==> src/rtl/i2cm_pkg.sv <==
// ----------------------------------------------------------------------------
// i2cm_pkg
// shared types, codes and sequencing functions of the i2c master bit engine
// ----------------------------------------------------------------------------
package i2cm_pkg;

  typedef enum logic [4:0] {
    PH_IDLE    = 5'd0,
    PH_ST_SDA  = 5'd1,
    PH_RS_REL  = 5'd2,
    PH_RS_HD   = 5'd3,
    PH_RS_D    = 5'd4,
    PH_RS_SDA  = 5'd5,
    PH_SP_SDA  = 5'd6,
    PH_SP_REL  = 5'd7,
    PH_SP_HD   = 5'd8,
    PH_SP_D    = 5'd9,
    PH_SP_SDA1 = 5'd10,
    PH_WR_BIT  = 5'd11,
    PH_WR_REL  = 5'd12,
    PH_WR_HD   = 5'd13,
    PH_WR_SCL  = 5'd14,
    PH_WR_SDA1 = 5'd15,
    PH_WR_AREL = 5'd16,
    PH_WR_AHD  = 5'd17,
    PH_RD_SDA1 = 5'd18,
    PH_RD_REL  = 5'd19,
    PH_RD_HD   = 5'd20,
    PH_RD_LOW  = 5'd21
  } phase_t;

  typedef enum logic [2:0] {
    MODE_START   = 3'd0,
    MODE_RESTART = 3'd1,
    MODE_STOP    = 3'd2,
    MODE_WRITE   = 3'd3,
    MODE_READ    = 3'd4
  } mode_t;

  typedef enum logic [1:0] {
    ST_OK      = 2'd0,
    ST_NACK    = 2'd1,
    ST_TIMEOUT = 2'd2
  } status_t;

  typedef enum logic [1:0] {
    REG_DELAY   = 2'd0,
    REG_TIMEOUT = 2'd1,
    REG_CHECK   = 2'd2
  } reg_idx_t;

  localparam int unsigned CFG_W       = 16;
  localparam int unsigned CHAIN_STEPS = 4;
  localparam logic [CFG_W-1:0] DELAY_RST   = 16'd100;
  localparam logic [CFG_W-1:0] TIMEOUT_RST = 16'd1000;

  typedef struct packed {
    logic       cmd_valid;
    logic [2:0] mode;
    logic [7:0] wr_byte;
    logic       scl_in;
    logic       sda_in;
  } tick_t;

  typedef struct packed {
    logic       scl_out;
    logic       sda_out;
    logic       busy_res;
    logic       done_res;
    status_t    status;
    logic [7:0] rd_byte;
  } res_t;

  typedef struct packed {
    logic check_en;
    logic d_zero;
  } cfg_ctl_t;

  typedef struct packed {
    phase_t     phase;
    logic [2:0] bit_idx;
    logic [7:0] shift;
    logic       scl;
    logic       sda;
    logic       done;
    status_t    status;
    logic [7:0] rd;
  } eng_t;

  function automatic logic is_rel(phase_t p);
    return (p == PH_RS_REL) || (p == PH_SP_REL) || (p == PH_WR_REL) ||
           (p == PH_WR_AREL) || (p == PH_RD_REL);
  endfunction

  function automatic eng_t finish_f(eng_t s, status_t st, logic [7:0] rd);
    eng_t r;
    r        = s;
    r.phase  = PH_IDLE;
    r.done   = 1'b1;
    r.status = st;
    r.rd     = rd;
    return r;
  endfunction

  // pin effects on entering a phase
  function automatic eng_t enter_f(eng_t s, phase_t p, logic smp);
    eng_t r;
    r       = s;
    r.phase = p;
    case (p)
      PH_ST_SDA, PH_RS_SDA, PH_SP_SDA: r.sda = 1'b0;
      PH_SP_SDA1, PH_WR_SDA1, PH_RD_SDA1: r.sda = 1'b1;
      PH_WR_BIT: begin
        r.scl = 1'b0;
        r.sda = s.shift[s.bit_idx];
      end
      PH_WR_SCL: r.scl = 1'b0;
      PH_RD_LOW: begin
        r.shift = {s.shift[6:0], smp};
        r.scl   = 1'b0;
      end
      PH_RS_REL, PH_SP_REL, PH_WR_REL, PH_WR_AREL, PH_RD_REL: r.scl = 1'b1;
      default: r.phase = p;
    endcase
    return r;
  endfunction

  // leave the current phase once its wait is over
  function automatic eng_t proceed_f(eng_t s, logic smp);
    eng_t r;
    r = s;
    case (s.phase)
      PH_ST_SDA, PH_RS_SDA: begin
        r.scl = 1'b0;
        r     = finish_f(r, ST_OK, 8'd0);
      end
      PH_RS_REL:  r = enter_f(s, PH_RS_HD, smp);
      PH_RS_HD:   r = enter_f(s, PH_RS_D, smp);
      PH_RS_D:    r = enter_f(s, PH_RS_SDA, smp);
      PH_SP_SDA:  r = enter_f(s, PH_SP_REL, smp);
      PH_SP_REL:  r = enter_f(s, PH_SP_HD, smp);
      PH_SP_HD:   r = enter_f(s, PH_SP_D, smp);
      PH_SP_D:    r = enter_f(s, PH_SP_SDA1, smp);
      PH_SP_SDA1: r = finish_f(s, ST_OK, 8'd0);
      PH_WR_BIT:  r = enter_f(s, PH_WR_REL, smp);
      PH_WR_REL:  r = enter_f(s, PH_WR_HD, smp);
      PH_WR_HD: begin
        if (s.bit_idx != 3'd0) begin
          r.bit_idx = s.bit_idx - 3'd1;
          r         = enter_f(r, PH_WR_BIT, smp);
        end else begin
          r = enter_f(s, PH_WR_SCL, smp);
        end
      end
      PH_WR_SCL:  r = enter_f(s, PH_WR_SDA1, smp);
      PH_WR_SDA1: r = enter_f(s, PH_WR_AREL, smp);
      PH_WR_AREL: r = enter_f(s, PH_WR_AHD, smp);
      PH_WR_AHD: begin
        r.scl = 1'b0;
        r     = finish_f(r, smp ? ST_NACK : ST_OK, 8'd0);
      end
      PH_RD_SDA1: r = enter_f(s, PH_RD_REL, smp);
      PH_RD_REL:  r = enter_f(s, PH_RD_HD, smp);
      PH_RD_HD:   r = enter_f(s, PH_RD_LOW, smp);
      PH_RD_LOW: begin
        if (s.bit_idx != 3'd7) begin
          r.bit_idx = s.bit_idx + 3'd1;
          r         = enter_f(r, PH_RD_REL, smp);
        end else begin
          r = finish_f(s, ST_OK, s.shift);
        end
      end
      default: r.phase = PH_IDLE;
    endcase
    return r;
  endfunction

  // whole command in one tick: no delays and no stretch wait
  function automatic eng_t collapse_f(eng_t s, tick_t t);
    eng_t r;
    r = finish_f(s, ST_OK, 8'd0);
    case (t.mode)
      MODE_START, MODE_RESTART: begin
        r.scl = 1'b0;
        r.sda = 1'b0;
      end
      MODE_STOP: begin
        r.scl = 1'b1;
        r.sda = 1'b1;
      end
      MODE_WRITE: begin
        r.scl     = 1'b0;
        r.sda     = 1'b1;
        r.bit_idx = 3'd0;
        r.shift   = t.wr_byte;
        r.status  = t.sda_in ? ST_NACK : ST_OK;
      end
      MODE_READ: begin
        r.scl     = 1'b0;
        r.sda     = 1'b1;
        r.bit_idx = 3'd7;
        r.shift   = {8{t.sda_in}};
        r.rd      = {8{t.sda_in}};
      end
      default: r = s;
    endcase
    return r;
  endfunction

endpackage

==> src/rtl/i2cm_cfg.sv <==
// ----------------------------------------------------------------------------
// i2cm_cfg
// configuration registers and the saturated delay and timeout values
// ----------------------------------------------------------------------------
module i2cm_cfg
  import i2cm_pkg::*;
#(
  parameter int unsigned TIMER_WIDTH = 16
) (
  input  logic                   clk,
  input  logic                   rst_n,
  input  logic                   cfg_we,
  input  logic [1:0]             cfg_idx,
  input  logic [CFG_W-1:0]       cfg_wdata,
  output logic [TIMER_WIDTH-1:0] full_d,
  output logic [TIMER_WIDTH-1:0] half_d,
  output logic [TIMER_WIDTH-1:0] tmo,
  output cfg_ctl_t               ctl
);

  localparam logic [32:0] TMAX = (33'd1 << TIMER_WIDTH) - 33'd1;

  logic [CFG_W-1:0] delay_r, delay_nxt;
  logic [CFG_W-1:0] tmo_r, tmo_nxt;
  logic             check_r, check_nxt;
  logic [CFG_W:0]   half_raw;

  always_comb begin
    delay_nxt = delay_r;
    tmo_nxt   = tmo_r;
    check_nxt = check_r;
    if (cfg_we) begin
      case (cfg_idx)
        REG_DELAY:   delay_nxt = cfg_wdata;
        REG_TIMEOUT: tmo_nxt   = cfg_wdata;
        REG_CHECK:   check_nxt = cfg_wdata[0];
        default:     delay_nxt = delay_r;
      endcase
    end
  end

  always_ff @(posedge clk) begin
    if (!rst_n) begin
      delay_r <= DELAY_RST;
      tmo_r   <= TIMEOUT_RST;
      check_r <= 1'b1;
    end else begin
      delay_r <= delay_nxt;
      tmo_r   <= tmo_nxt;
      check_r <= check_nxt;
    end
  end

  assign half_raw = (17'(delay_r) + 17'd1) >> 1;

  assign full_d = (33'(delay_r) > TMAX) ? TMAX[TIMER_WIDTH-1:0] : TIMER_WIDTH'(delay_r);
  assign half_d = (33'(half_raw) > TMAX) ? TMAX[TIMER_WIDTH-1:0] : TIMER_WIDTH'(half_raw);
  assign tmo    = (33'(tmo_r) > TMAX) ? TMAX[TIMER_WIDTH-1:0] : TIMER_WIDTH'(tmo_r);

  assign ctl.check_en = check_r;
  assign ctl.d_zero   = (delay_r == '0);

endmodule

==> src/rtl/i2cm_core.sv <==
// ----------------------------------------------------------------------------
// i2cm_core
// line sequencer: engine state and the work of one tick
// ----------------------------------------------------------------------------
module i2cm_core
  import i2cm_pkg::*;
#(
  parameter int unsigned TIMER_WIDTH = 16
) (
  input  logic                   clk,
  input  logic                   rst_n,
  input  logic                   step,
  input  tick_t                  tick,
  input  logic [TIMER_WIDTH-1:0] full_d,
  input  logic [TIMER_WIDTH-1:0] half_d,
  input  logic [TIMER_WIDTH-1:0] tmo,
  input  cfg_ctl_t               ctl,
  output res_t                   res
);

  phase_t                 phase_r, phase_nxt;
  logic [2:0]             bit_idx_r, bit_idx_nxt;
  logic [7:0]             shift_r, shift_nxt;
  logic                   scl_r, scl_nxt;
  logic                   sda_r, sda_nxt;
  logic [TIMER_WIDTH-1:0] wait_r, wait_nxt;
  logic [TIMER_WIDTH-1:0] strc_r, strc_nxt;
  logic                   rel_now;

  always_comb begin
    eng_t                   s;
    logic                   fresh;
    logic [TIMER_WIDTH-1:0] wc;
    logic [TIMER_WIDTH-1:0] sc;
    s = '{phase: phase_r, bit_idx: bit_idx_r, shift: shift_r, scl: scl_r, sda: sda_r,
          done: 1'b0, status: ST_OK, rd: 8'd0};
    wc    = wait_r;
    sc    = strc_r;
    fresh = 1'b0;

    if (phase_r == PH_IDLE) begin
      if (tick.cmd_valid && (tick.mode <= MODE_READ)) begin
        if (ctl.d_zero && !ctl.check_en) begin
          s = collapse_f(s, tick);
        end else begin
          fresh = 1'b1;
          case (tick.mode)
            MODE_START: s = enter_f(s, PH_ST_SDA, tick.sda_in);
            MODE_RESTART: begin
              s.sda = 1'b1;
              s     = enter_f(s, PH_RS_REL, tick.sda_in);
            end
            MODE_STOP: s = enter_f(s, PH_SP_SDA, tick.sda_in);
            MODE_WRITE: begin
              s.shift   = tick.wr_byte;
              s.bit_idx = 3'd7;
              s         = enter_f(s, PH_WR_BIT, tick.sda_in);
            end
            default: begin
              s.shift   = 8'd0;
              s.bit_idx = 3'd0;
              s         = enter_f(s, PH_RD_SDA1, tick.sda_in);
            end
          endcase
        end
      end
    end else if (is_rel(phase_r)) begin
      // scl released: wait for the line, count low samples
      if (!ctl.check_en) begin
        s     = proceed_f(s, tick.sda_in);
        fresh = 1'b1;
      end else if (wc != '0) begin
        wc = '0;
      end else if (tick.scl_in) begin
        s     = proceed_f(s, tick.sda_in);
        fresh = 1'b1;
      end else if (sc >= tmo) begin
        fresh = 1'b1;
        priority if (phase_r == PH_RS_REL) begin
          s = enter_f(s, PH_RS_D, tick.sda_in);
        end else if (phase_r == PH_SP_REL) begin
          s = enter_f(s, PH_SP_D, tick.sda_in);
        end else begin
          s = finish_f(s, ST_TIMEOUT, 8'd0);
        end
      end else begin
        sc = sc + TIMER_WIDTH'(1);
      end
    end else if (wc != '0) begin
      wc = wc - TIMER_WIDTH'(1);
    end else begin
      s     = proceed_f(s, tick.sda_in);
      fresh = 1'b1;
    end

    // phases entered during this tick
    for (int k = 0; k < CHAIN_STEPS; k++) begin
      if (fresh && (s.phase != PH_IDLE)) begin
        if (is_rel(s.phase)) begin
          sc = '0;
          if (ctl.check_en) begin
            wc    = '0;
            fresh = 1'b0;
          end else begin
            s = proceed_f(s, tick.sda_in);
          end
        end else if (!ctl.d_zero) begin
          wc    = ((s.phase == PH_SP_SDA1) || (s.phase == PH_RD_LOW)) ?
                  (half_d - TIMER_WIDTH'(1)) : (full_d - TIMER_WIDTH'(1));
          fresh = 1'b0;
        end else begin
          s = proceed_f(s, tick.sda_in);
        end
      end
    end

    phase_nxt   = s.phase;
    bit_idx_nxt = s.bit_idx;
    shift_nxt   = s.shift;
    scl_nxt     = s.scl;
    sda_nxt     = s.sda;
    wait_nxt    = wc;
    strc_nxt    = sc;

    res.scl_out  = s.scl;
    res.sda_out  = s.sda;
    res.busy_res = (s.phase != PH_IDLE);
    res.done_res = s.done;
    res.status   = s.status;
    res.rd_byte  = s.rd;
  end

  always_ff @(posedge clk) begin
    if (!rst_n) begin
      phase_r   <= PH_IDLE;
      bit_idx_r <= 3'd0;
      shift_r   <= 8'd0;
      scl_r     <= 1'b1;
      sda_r     <= 1'b1;
      wait_r    <= '0;
      strc_r    <= '0;
    end else if (step) begin
      phase_r   <= phase_nxt;
      bit_idx_r <= bit_idx_nxt;
      shift_r   <= shift_nxt;
      scl_r     <= scl_nxt;
      sda_r     <= sda_nxt;
      wait_r    <= wait_nxt;
      strc_r    <= strc_nxt;
    end
  end

  assign rel_now = is_rel(phase_r);

`ifndef ASSERT_OFF
  a_done_idle: assert property (@(posedge clk) disable iff (!rst_n)
    step && res.done_res |=> phase_r == PH_IDLE)
    else $error("engine not idle after a finished command");

  a_rel_scl: assert property (@(posedge clk) disable iff (!rst_n)
    rel_now |-> scl_r)
    else $error("scl held low while waiting for release");

  a_quiet_res: assert property (@(posedge clk) disable iff (!rst_n)
    !res.done_res |-> (res.status == ST_OK) && (res.rd_byte == 8'd0))
    else $error("status or read byte without done");
`endif

endmodule

==> src/rtl/i2c_master_bit_engine.sv <==
// ----------------------------------------------------------------------------
// i2c_master_bit_engine: one tick word accepted per unstalled cycle, one result word per tick
// a tick word goes through the input register, then the tick logic into the result register
// throughput 1 word per cycle while out_tready is high; the sequencer tick logic is combinational
// sync reset: config 100 / 1000 / 1, engine idle with scl and sda released
// ----------------------------------------------------------------------------
module i2c_master_bit_engine
  import i2cm_pkg::*;
#(
  parameter int unsigned TIMER_WIDTH = 16
) (
  input  logic        clk,
  input  logic        rst_n,
  input  logic        in_tvalid,
  output logic        in_tready,
  input  logic [15:0] in_tdata,   // cmd_valid, mode[2:0], wr_byte[7:0], scl_in, sda_in
  output logic        out_tvalid,
  input  logic        out_tready,
  output logic [15:0] out_tdata,  // scl_out, sda_out, busy_res, done_res, status[1:0], rd_byte[7:0]
  input  logic        cfg_we,
  input  logic [1:0]  cfg_idx,
  input  logic [15:0] cfg_wdata
);

  logic                   in_vld_r, in_vld_nxt;
  tick_t                  in_tick_r, in_tick_nxt;
  logic                   out_vld_r, out_vld_nxt;
  res_t                   out_res_r;
  res_t                   res;
  logic                   proc;
  logic [TIMER_WIDTH-1:0] full_d;
  logic [TIMER_WIDTH-1:0] half_d;
  logic [TIMER_WIDTH-1:0] tmo;
  cfg_ctl_t               ctl;

  i2cm_cfg #(.TIMER_WIDTH(TIMER_WIDTH)) u_cfg (
    .clk       (clk),
    .rst_n     (rst_n),
    .cfg_we    (cfg_we),
    .cfg_idx   (cfg_idx),
    .cfg_wdata (cfg_wdata),
    .full_d    (full_d),
    .half_d    (half_d),
    .tmo       (tmo),
    .ctl       (ctl)
  );

  i2cm_core #(.TIMER_WIDTH(TIMER_WIDTH)) u_core (
    .clk    (clk),
    .rst_n  (rst_n),
    .step   (proc),
    .tick   (in_tick_r),
    .full_d (full_d),
    .half_d (half_d),
    .tmo    (tmo),
    .ctl    (ctl),
    .res    (res)
  );

  assign proc      = in_vld_r && (!out_vld_r || out_tready);
  assign in_tready = !in_vld_r || proc;

  always_comb begin
    in_tick_nxt.cmd_valid = in_tdata[0];
    in_tick_nxt.mode      = in_tdata[3:1];
    in_tick_nxt.wr_byte   = in_tdata[11:4];
    in_tick_nxt.scl_in    = in_tdata[12];
    in_tick_nxt.sda_in    = in_tdata[13];

    in_vld_nxt = in_vld_r;
    if (in_tvalid && in_tready) begin
      in_vld_nxt = 1'b1;
    end else if (proc) begin
      in_vld_nxt = 1'b0;
    end

    out_vld_nxt = out_vld_r;
    if (proc) begin
      out_vld_nxt = 1'b1;
    end else if (out_tready) begin
      out_vld_nxt = 1'b0;
    end
  end

  always_ff @(posedge clk) begin
    if (!rst_n) begin
      in_vld_r  <= 1'b0;
      out_vld_r <= 1'b0;
    end else begin
      in_vld_r  <= in_vld_nxt;
      out_vld_r <= out_vld_nxt;
    end
  end

  always_ff @(posedge clk) begin
    if (in_tvalid && in_tready) begin
      in_tick_r <= in_tick_nxt;
    end
    if (proc) begin
      out_res_r <= res;
    end
  end

  assign out_tvalid = out_vld_r;
  assign out_tdata  = {2'b00, out_res_r.rd_byte, out_res_r.status, out_res_r.done_res,
                       out_res_r.busy_res, out_res_r.sda_out, out_res_r.scl_out};

`ifndef ASSERT_OFF
  a_hold_word: assert property (@(posedge clk) disable iff (!rst_n)
    in_vld_r && !proc |=> in_vld_r && $stable(in_tick_r))
    else $error("waiting tick word lost or changed");

  a_proc_out: assert property (@(posedge clk) disable iff (!rst_n)
    proc |=> out_vld_r)
    else $error("processed tick gave no result word");

  a_done_busy: assert property (@(posedge clk) disable iff (!rst_n)
    out_vld_r && out_res_r.done_res |-> !out_res_r.busy_res)
    else $error("result word is both done and busy");
`endif

endmodule

==> config.mk <==
export PLATFORM = sky130hd
export DESIGN_NAME = i2c_master_bit_engine
export DESIGN_NICKNAME = d
export VERILOG_FILES = /design/src/rtl/i2cm_pkg.sv /design/src/rtl/i2cm_cfg.sv /design/src/rtl/i2cm_core.sv /design/src/rtl/i2c_master_bit_engine.sv
export SDC_FILE = /design/constraint.sdc
export NUM_CORES = 1
export LEC_CHECK = 0
export ABC_CLOCK_PERIOD_IN_PS = 22500
export BUFFER_PORTS_ARGS = -buffer_cell sky130_fd_sc_hd__buf_4
export CAP_MARGIN = 40
export CORE_UTILIZATION = 30
export CTS_CLUSTER_SIZE = 12
export DETAILED_ROUTE_END_ITERATION = 10
export PLACE_DENSITY_LB_ADDON = 0.25
export SYNTH_ARGS = -nofsm -noshare
export SYNTH_HDL_FRONTEND = slang
export SYNTH_SLANG_ARGS = --single-unit
==> constraint.sdc <==
create_clock -name clk -period 22.5 [get_ports clk]
set_input_delay 3.375 -clock clk [delete_from_list [all_inputs] [get_ports clk]]
set_output_delay 3.375 -clock clk [all_outputs]
set_load 0.05 [all_outputs]
==> results.cfg, run 1 <==
[run_status]
status = completed

[detailed_routing]
drt-initial-drc-count = 1336
routed_wirelength_mm = 53.0
vias_per_cell = 6.04
wl_per_cell_um = 21.5
drcViolationCount = 0
dr_total_vias = 14909
firstDrtPassIters = 5
antenna_left = 0

[critical_path]
critPathLaunch = u_core.phase_r[0]
required_ns = 22.65
cpMostUsedCell = ha_1
cp-end-kind = flop
cp_max_fo = 22
worst-endpoint-arrival_ns = 11.41
max_stage_delay_ns = 0.82
rr_startpoint = u_core.phase_r[0]
cp_slowest_cell = o311a_1
critPathKind = flop to flop
start_kind = flop

[final_layout]
syn_to_final_growth_pct = 10.3
final_area_sq_um = 14900
n_fill_cell = 4816
fin_util_pct = 33.7
seq_area_sq_um = 2540
nets = 1943
multi_input_area_sq_um = 10200
drive_gt1_share_pct = 12.2
stdcell_count = 2470
diodes = 0

[pwr]
p_per_area_nw_per_um2 = 71.1
total_power_mw = 1.06
p_seq_share_pct = 22.2
ir_worst_vdd_mv = 0.0448
p_sw_share_pct = 47.2
power.net_switching_mw = 0.500
intPower_mw = 0.560
p_clk_share_pct = 26.2
p_leak_nw = 5.36
combinationalPowerShare_pct = 51.6

[clock_tree]
cts.repair.resized = 0
insertion_delay_ns = 0.44
cts.sinks = 113
h-tree-depth = 4
ctsLongestPathBuffers = 2
ctsHoldBuffers = 0
cts.clk_slew.worst_paths_ns = 0.06
cts_setup_buffers = 0
cts_root_buffer = clkbuf_16
numCtsBuffers = 17
cts_tree = built

[global_route]
antenna_found_initial = 0
overflow = 0
grt_pass1_vias = 14110
grt_max_degree = 73
grt_usage_pct = 22.5
grt_pass1_wl_mm = 82.3

[sta]
grt_setup_unrepaired = false
period_needed_ns = 11.26
maxSlewHeadroom_pct = 41.5
tightest_slew_ns = 0.871
fin_setup_tns_ns = 0
final-setup-viol-count = 0
hold_viol_final = 0
max_freq_mhz = 88.8
fin_skew_ns = 0.00916
slew_violations = 0
period_share_pct = 50.0

[yosys]
synth_cells = 1886
synth-async-reset-ratio_pct = 0
syn_area_sq_um = 13500
yosys_warnings = 0
ys_dominant_reg_cell = dfxtp_1
synth_edf_count = 28
ys_ff_latch = 113
synth_cell_types = 121
seq_area_frac_synth_pct = 18.8
syn_avg_cell_area_sq_um = 7.17

[placement]
place_congestion = 0.993
dp_hpwl_mm = 40.8
place_area_sq_um = 14300
port-buffer-count = 52
dp.cells = 2437

[die]
die-area_sq_um = 45900
coreArea_sq_um = 44300
die-height_um = 214
top_level_ports = 57
die_x_um = 214
rows = 77
initial_utilization_pct = 30.5

[min_path]
hp-class = flop to flop
hold_path_startpoint = u_cfg.tmo[1]

[run]
cap_violations = 0
[worst paths after layout]
path         slack [ns]  cells after the start            to
max reg2reg       11.24                     33  out_tdata[2]
min reg2reg        0.47                      2  u_cfg.tmo[1]
min                0.47                      2  u_cfg.tmo[1]
max               11.24                     33  out_tdata[2]
[cell type report]
type | instances | area share (%)
multi-input combinational | 1581 | 68.1
clock buffer | 20 | 3.28
tap | 592 | 4.97
sequential | 113 | 17.0
timing repair buffer | 85 | 4.19
clock inverter | 12 | 0.705
inverter | 67 | 1.69
[layout by cell type, fill, tap and decap left out, types with 14 or more instances in the layout]
master,n
xnor2_1,35
inv_1,63
o22ai_1,22
nor2b_1,18
nor2_1,180
a31oi_1,29
a21oi_1,129
nand4_1,19
or3_1,18
and2_1,20
edfxtp_1,28
and3_1,23
a21boi_0,32
o211ai_1,25
o21a_1,15
mux2i_1,42
buf_4,80
a22oi_1,21
nand2_1,249
dfxtp_1,85
a211oi_1,27
nor3_1,58
a221oi_1,15
ha_1,39
a22o_1,20
xor2_1,24
nand3_1,82
clkbuf_16,19
o21ai_0,125
nand2b_1,14
[critical path: cells and delay by family, from the launching register on]
family,cells,cell delay [ns]
XOR/XNOR,2,0.96
buffers and inverters,3,0.36
adder cells (fa/ha/maj),6,1.56
flip-flops,1,0.56
AO/OA/AOI/OAI,11,4.28
AND/OR/NAND/NOR,11,3.19
[layer usage]
layer | up-vias | GRT usage [%] | part of all wire (%) | wire (um)
li1 | 7027 | - | - | -
met3 | 106 | 2.82 | 5.9 | 3130
met4 | 0 | 8.64 | 3.3 | 1730
met5 | - | 0 | 0 | 0
met1 | 7147 | 29.2 | 43 | 22900
met2 | 629 | 37.9 | 48 | 25200
[power by group through the flow]
| stage | sequential (mW) | clock (mW) | combinational, mW |
|---|---|---|---|
| 2_1_floorplan | 0.234 | 0 | 0.384 |
| 3_3_place_gp | 0.239 | 0 | 0.530 |
| 3_5_place_dp | 0.239 | 0 | 0.530 |
| 4_1_cts | 0.235 | 0.285 | 0.533 |
| 5_1_grt | 0.237 | 0.293 | 0.586 |
| 6_report | 0.235 | 0.278 | 0.547 |
[flip-flops by register name, summed over array words and instances (netlist names)]
| name | cells |
|---|---|
| in_tick_r | 14 |
| in_vld_r | 1 |
| out_tdata | 14 |
| out_tvalid | 1 |
| u_cfg.check_r | 1 |
| u_cfg.full_d | 16 |
| u_cfg.tmo | 16 |
| u_core.bit_idx_r | 3 |
| u_core.phase_r | 5 |
| u_core.scl_r | 1 |
| u_core.sda_r | 1 |
| u_core.shift_r | 8 |
| u_core.strc_r | 16 |
| u_core.wait_r | 16 |
[synthesized netlist by cell type (27+ instances only)]
master    number  area [sq um]
a211oi_1      27           203
a21boi_0      32           240
a21oi_1      129           646
a31oi_1       29           181
clkbuf_1      83           312
dfxtp_1       85          1700
edfxtp_1      28           841
ha_1          39           488
inv_1         63           236
mux2i_1       42           420
nand2_1      249           935
nand3_1       82           410
nor2_1       180           676
nor3_1        58           290
o21ai_0      125           626
xnor2_1       35           307
[cells by family (layout without fill, tap and decap cells)]
logic type,count (synthesis),in the layout,synth area share (%)
AO/OA/AOI/OAI,647,647,33.9
AND/OR/NAND/NOR,765,765,27.3
XOR/XNOR,61,61,4.06
multiplexers,67,67,6.08
flip-flops,113,113,18.8
buffers and inverters,193,184,6.15
adder cells (fa/ha/maj),39,39,3.61
other,1,2,0.0277
[stage by stage]
step	worst slack [ns]	hold WS (ns)
floorplan	14.14	0.443
global placement	11.53	0.458
detailed placement	11.52	0.462
CTS	11.44	0.471
global route	10.81	0.508
finish	11.24	0.466
Power figures use the tool's default switching activity.
==> inputs of run 2 (changes only) <==
Settings changed: ABC_CLOCK_PERIOD_IN_PS 22500 to 10100.
Clock period 22.5 ns to 10.1 ns, I/O delays scaled along.
==> run 2 against run 1 <==
Against the previous run:
- register-to-register slack worse by 11 ns
- design area is 2.2% higher
- final cell count is 1.6% higher
- fmax rose by 18%
- critical endpoint unchanged
- highest routed layer unchanged
==> results.cfg, run 2 (same netlist as run 1, synthesis figures left out) <==
[final_layout]
mostFrequentLayoutCell = nand2_1
drive_gt1_share_pct = 14.1
nets = 1983
diodes = 0
syn_to_final_growth_pct = 12.7
layout_common_cells = nand2_1, nor2_1, a21oi_1
fin_util_pct = 34.4
n_fill_cell = 4812

[clock_tree]
cts_tree = built
cts_setup_buffers = 0
insertion_delay_ns = 0.46
numCtsBuffers = 17
h-tree-depth = 4
cts.clk_slew.worst_paths_ns = 0.06
cts.sinks = 113
ctsHoldBuffers = 0
cts_root_buffer = clkbuf_16
ctsLongestPathBuffers = 2

[critical_path]
cpMostUsedCell = inv_1
start_kind = flop
critPathKind = flop to flop
max_stage_delay_ns = 0.58
cp-end-kind = flop
reg2reg_setup_slack_ns = 0.57
required_ns = 10.26
cp_max_fo = 11
worst-endpoint-arrival_ns = 9.68
cp_slowest_cell = or4_4

[pwr]
combinationalPowerShare_pct = 52.6
total_power_mw = 2.40
intPower_mw = 1.27
p_per_area_nw_per_um2 = 157
p_seq_share_pct = 21.8
p_leak_nw = 5.55
power.net_switching_mw = 1.12
p_clk_share_pct = 25.6
p_sw_share_pct = 46.9
ir_worst_vdd_mv = 0.131

[placement]
dp_hpwl_mm = 41.4
pre_cts_slack_ns = 0.325
place_congestion = 0.996
port-buffer-count = 52

[sta]
slew_violations = 0
grt_setup_unrepaired = false
worst_slack_ns = 0.575
fin_skew_ns = 0.0134
hold_viol_final = 0
fin_setup_tns_ns = 0
period_needed_ns = 9.53
period_share_pct = 94.3
maxSlewHeadroom_pct = 30.6
final-setup-viol-count = 0
tightest_slew_ns = 1.03
max_freq_mhz = 105

[detailed_routing]
top_layer = met4
dr_wl_met3_mm = 3.82
firstDrtPassIters = 5
met2_wirelength_mm = 25.4
drcViolationCount = 0
drt-met1-wl_mm = 22.6
antenna_left = 0
routed_wirelength_mm = 53.5
wl_per_cell_um = 21.3
dr_total_vias = 15105
drt-initial-drc-count = 1517
vias_per_cell = 6.02

[global_route]
overflow = 0
antenna_found_initial = 0
grt_pass1_vias = 14293
grt_max_degree = 73
grt_pass1_wl_mm = 83.0
grt_usage_pct = 22.8

[die]
top_level_ports = 57
die-area_sq_um = 45900
coreArea_sq_um = 44300
initial_utilization_pct = 30.5
rows = 77
die-height_um = 214
die_x_um = 214

[min_path]
hp-class = flop to flop

[run_status]
status = completed

[run]
cap_violations = 0
run 2: layout make-up:
class                   count  area, sq um  share of cell area (%)
multi-input cells        1581        10200                    66.8
flip-flops and latches    113         2540                    16.7
repair buffers            125          937                    6.15
well taps                 592          741                    4.86
clock buffers              21          493                    3.24
inverters                  67          251                    1.65
clock inverters            11         87.6                   0.575
run 2: final timing paths:
path                                 startpoint            end  cells after the start
worst max-delay path            u_cfg.full_d[9]   out_tdata[2]                     36
worst min-delay path              u_cfg.tmo[11]  u_cfg.tmo[11]                      2
worst max register to register  u_cfg.full_d[9]   out_tdata[2]                     36
worst min register to register    u_cfg.tmo[11]  u_cfg.tmo[11]                      2
run 2: critical path: cells and delay by family, from the launching register on:
family                     cells  cell delay [ns]
buffers and inverters          5             0.43
DFF                            1             0.41
and+or+nand+nor               10             3.01
adders and majority gates      4             0.91
muxes                          1             0.36
AOI/OAI and AO/OA             16             4.09
run 2: power by group through the flow:
stage                     logic (mW)  clock network [mW]  registers, mW
final                           1.26               0.613          0.523
after global routing            1.34               0.642          0.527
after CTS                       1.22               0.626          0.522
after detailed placement        1.22                   0          0.531
after global placement          1.21                   0          0.531
after floorplan                0.855                   0          0.522
run 2: metal layers:
layer | up-vias | track usage (%)
met5 | - | 0
met2 | 673 | 38.2
met3 | 120 | 3.67
li1 | 7089 | -
met1 | 7223 | 29.1
met4 | 0 | 8.81
run 2: repair_timing:
item | 4_1_cts | 5_1_grt
setup endpoints to repair | 0 | 19
gates resized for setup | 0 | 5
hold endpoints to repair | 0 | 0
run 2: metrics by stage:
| step | hold WS [ns] | std cells | cell area (sq um) |
|---|---|---|---|
| after floorplan | 0.443 | 1887 | 13500 |
| after global placement | 0.460 | 2471 | 14600 |
| after detailed placement | 0.462 | 2478 | 14600 |
| after CTS | 0.471 | 2510 | 15200 |
| after global routing | 0.492 | 2510 | 15200 |
| final | 0.467 | 2510 | 15200 |
==> inputs of run 3 (changes only) <==
Settings changed: ABC_CLOCK_PERIOD_IN_PS 10100 to 8500.
Clock period 10.1 ns to 8.5 ns, I/O delays scaled along.
==> run 3 against run 2 <==
Against the previous run:
- register-to-register slack worse by 0.21 ns
- design area increased by 8.2%
- critical path depth is 1 lower
- hold slack gained 0.0021 ns
- first-iteration DRC count is 2.2% lower
- combinational power rose by 35%
- sequential share of layout area fell by 1.3 points
- wire length increased by 2.8%
- setup slack got worse by 0.21 ns
==> results.cfg, run 3 (same netlist as run 1, synthesis figures left out) <==
[run_status]
status = completed

[final_layout]
mostFrequentLayoutCell = buf_4
nets = 2130
drive_gt1_share_pct = 21.5
final_area_sq_um = 16500
syn_to_final_growth_pct = 21.9
fin_util_pct = 37.2
diodes = 0
layout_common_cells = buf_4, nand2_1, nor2_1

[detailed_routing]
vias_per_cell = 5.85
antenna_left = 0
drcViolationCount = 0
routed_wirelength_mm = 55.1
firstDrtPassIters = 6
dr_total_vias = 15539
drt-initial-drc-count = 1483
wl_per_cell_um = 20.7

[critical_path]
cp_slowest_cell = or4_4
reg2reg_setup_slack_ns = 0.36
worst-endpoint-arrival_ns = 8.41
max_stage_delay_ns = 0.54
path_buf_inv = 7
critical_path.top_delay_family = simple AND/OR/NAND/NOR gates
start_kind = flop
critPathKind = flop to flop
cp-end-kind = flop
cp_max_fo = 10
required_ns = 8.78

[sta]
period_share_pct = 95.8
period_needed_ns = 8.14
fin_skew_ns = 0.0116
final-setup-viol-count = 0
hold_ws_ns = 0.469
slew_violations = 0
tightest_slew_ns = 0.880
max_freq_mhz = 123
worst_slack_ns = 0.361
maxSlewHeadroom_pct = 40.9
grt_setup_unrepaired = true
hold_viol_final = 0

[pwr]
combinationalPowerShare_pct = 56.8
intPower_mw = 1.62
ir_worst_vdd_mv = 0.112
power.net_switching_mw = 1.38
p_clk_share_pct = 22.8
p_sw_share_pct = 45.9
p_per_area_nw_per_um2 = 182
total_power_mw = 3.00
p_seq_share_pct = 20.4
p_leak_nw = 6.29

[global_route]
overflow = 0
antenna_found_initial = 0
grt_pass1_wl_mm = 85.9
grt_pass1_vias = 14855
grt_usage_pct = 23.5
grt_max_degree = 73

[clock_tree]
ctsHoldBuffers = 0
insertion_delay_ns = 0.45
ctsLongestPathBuffers = 2
cts.sinks = 113
cts_tree = built
cts.clk_slew.worst_paths_ns = 0.06
numCtsBuffers = 17
cts_root_buffer = clkbuf_16
h-tree-depth = 4

[die]
top_level_ports = 57
die-height_um = 214
rows = 77
initial_utilization_pct = 30.5
die_x_um = 214
coreArea_sq_um = 44300
die-area_sq_um = 45900

[run]
cap_violations = 0

[placement]
port-buffer-count = 52
place_congestion = 0.992
dp_hpwl_mm = 43.6
pre_cts_slack_ns = 0.113
place_area_sq_um = 15700

[min_path]
hp-class = flop to flop
-- run 3: layout make-up --
type | instances | area, sq um
clock buffer | 19 | 443
clock inverter | 13 | 103
fill | 4756 | 27800
inverter | 67 | 251
multi-input combinational | 1581 | 10400
sequential | 113 | 2540
tap | 592 | 741
timing repair buffer | 272 | 2040
-- run 3: timing repair --
| action | CTS | global route |
|---|---|---|
| endpoints found under the setup margin | 0 | 25 |
| resized for setup | 0 | 38 |
| setup buffers | 0 | 4 |
-- run 3: path summary, 6_finish.rpt --
| check | cells past startpoint | from | to |
|---|---|---|---|
| worst max-delay path | 35 | u_cfg.full_d[9] | out_tdata[1] |
| worst min-delay path | 2 | u_cfg.tmo[15] | u_cfg.tmo[15] |
| worst max register to register | 35 | u_cfg.full_d[9] | out_tdata[1] |
| worst min register to register | 2 | u_cfg.tmo[15] | u_cfg.tmo[15] |
-- run 3: worst reg2reg max path, delay by kind of cell (launching register included) --
family	cells	cell delay [ns]
buf+inv	7	0.80
fa+ha+maj	4	0.86
mux	1	0.29
simple gates	12	2.97
compound gates	11	2.73
flops	1	0.31
-- run 3: power groups by stage --
stage / combinational, mW / sequential [mW] / clock, mW
finish: 1.70 / 0.613 / 0.685
global route: 1.83 / 0.617 / 0.723
CTS: 1.65 / 0.611 / 0.701
detailed placement: 1.64 / 0.623 / 0
global placement: 1.64 / 0.623 / 0
floorplan: 1.02 / 0.621 / 0
-- run 3: routing by layer --
metal | part of all wire (%) | up-vias | track usage, %
li1 | - | 7388 | -
met1 | 43 | 7444 | 30.0
met2 | 48 | 579 | 40.3
met3 | 5.5 | 128 | 3.40
met4 | 3.3 | 0 | 8.21
met5 | 0 | - | 0
-- run 3: stage by stage --
step                      setup TNS (ns)  instances
after floorplan                        0       1887
after global placement                 0       2619
after detailed placement               0       2621
after CTS                              0       2653
after global routing             -0.0888       2657
final                                  0       2657
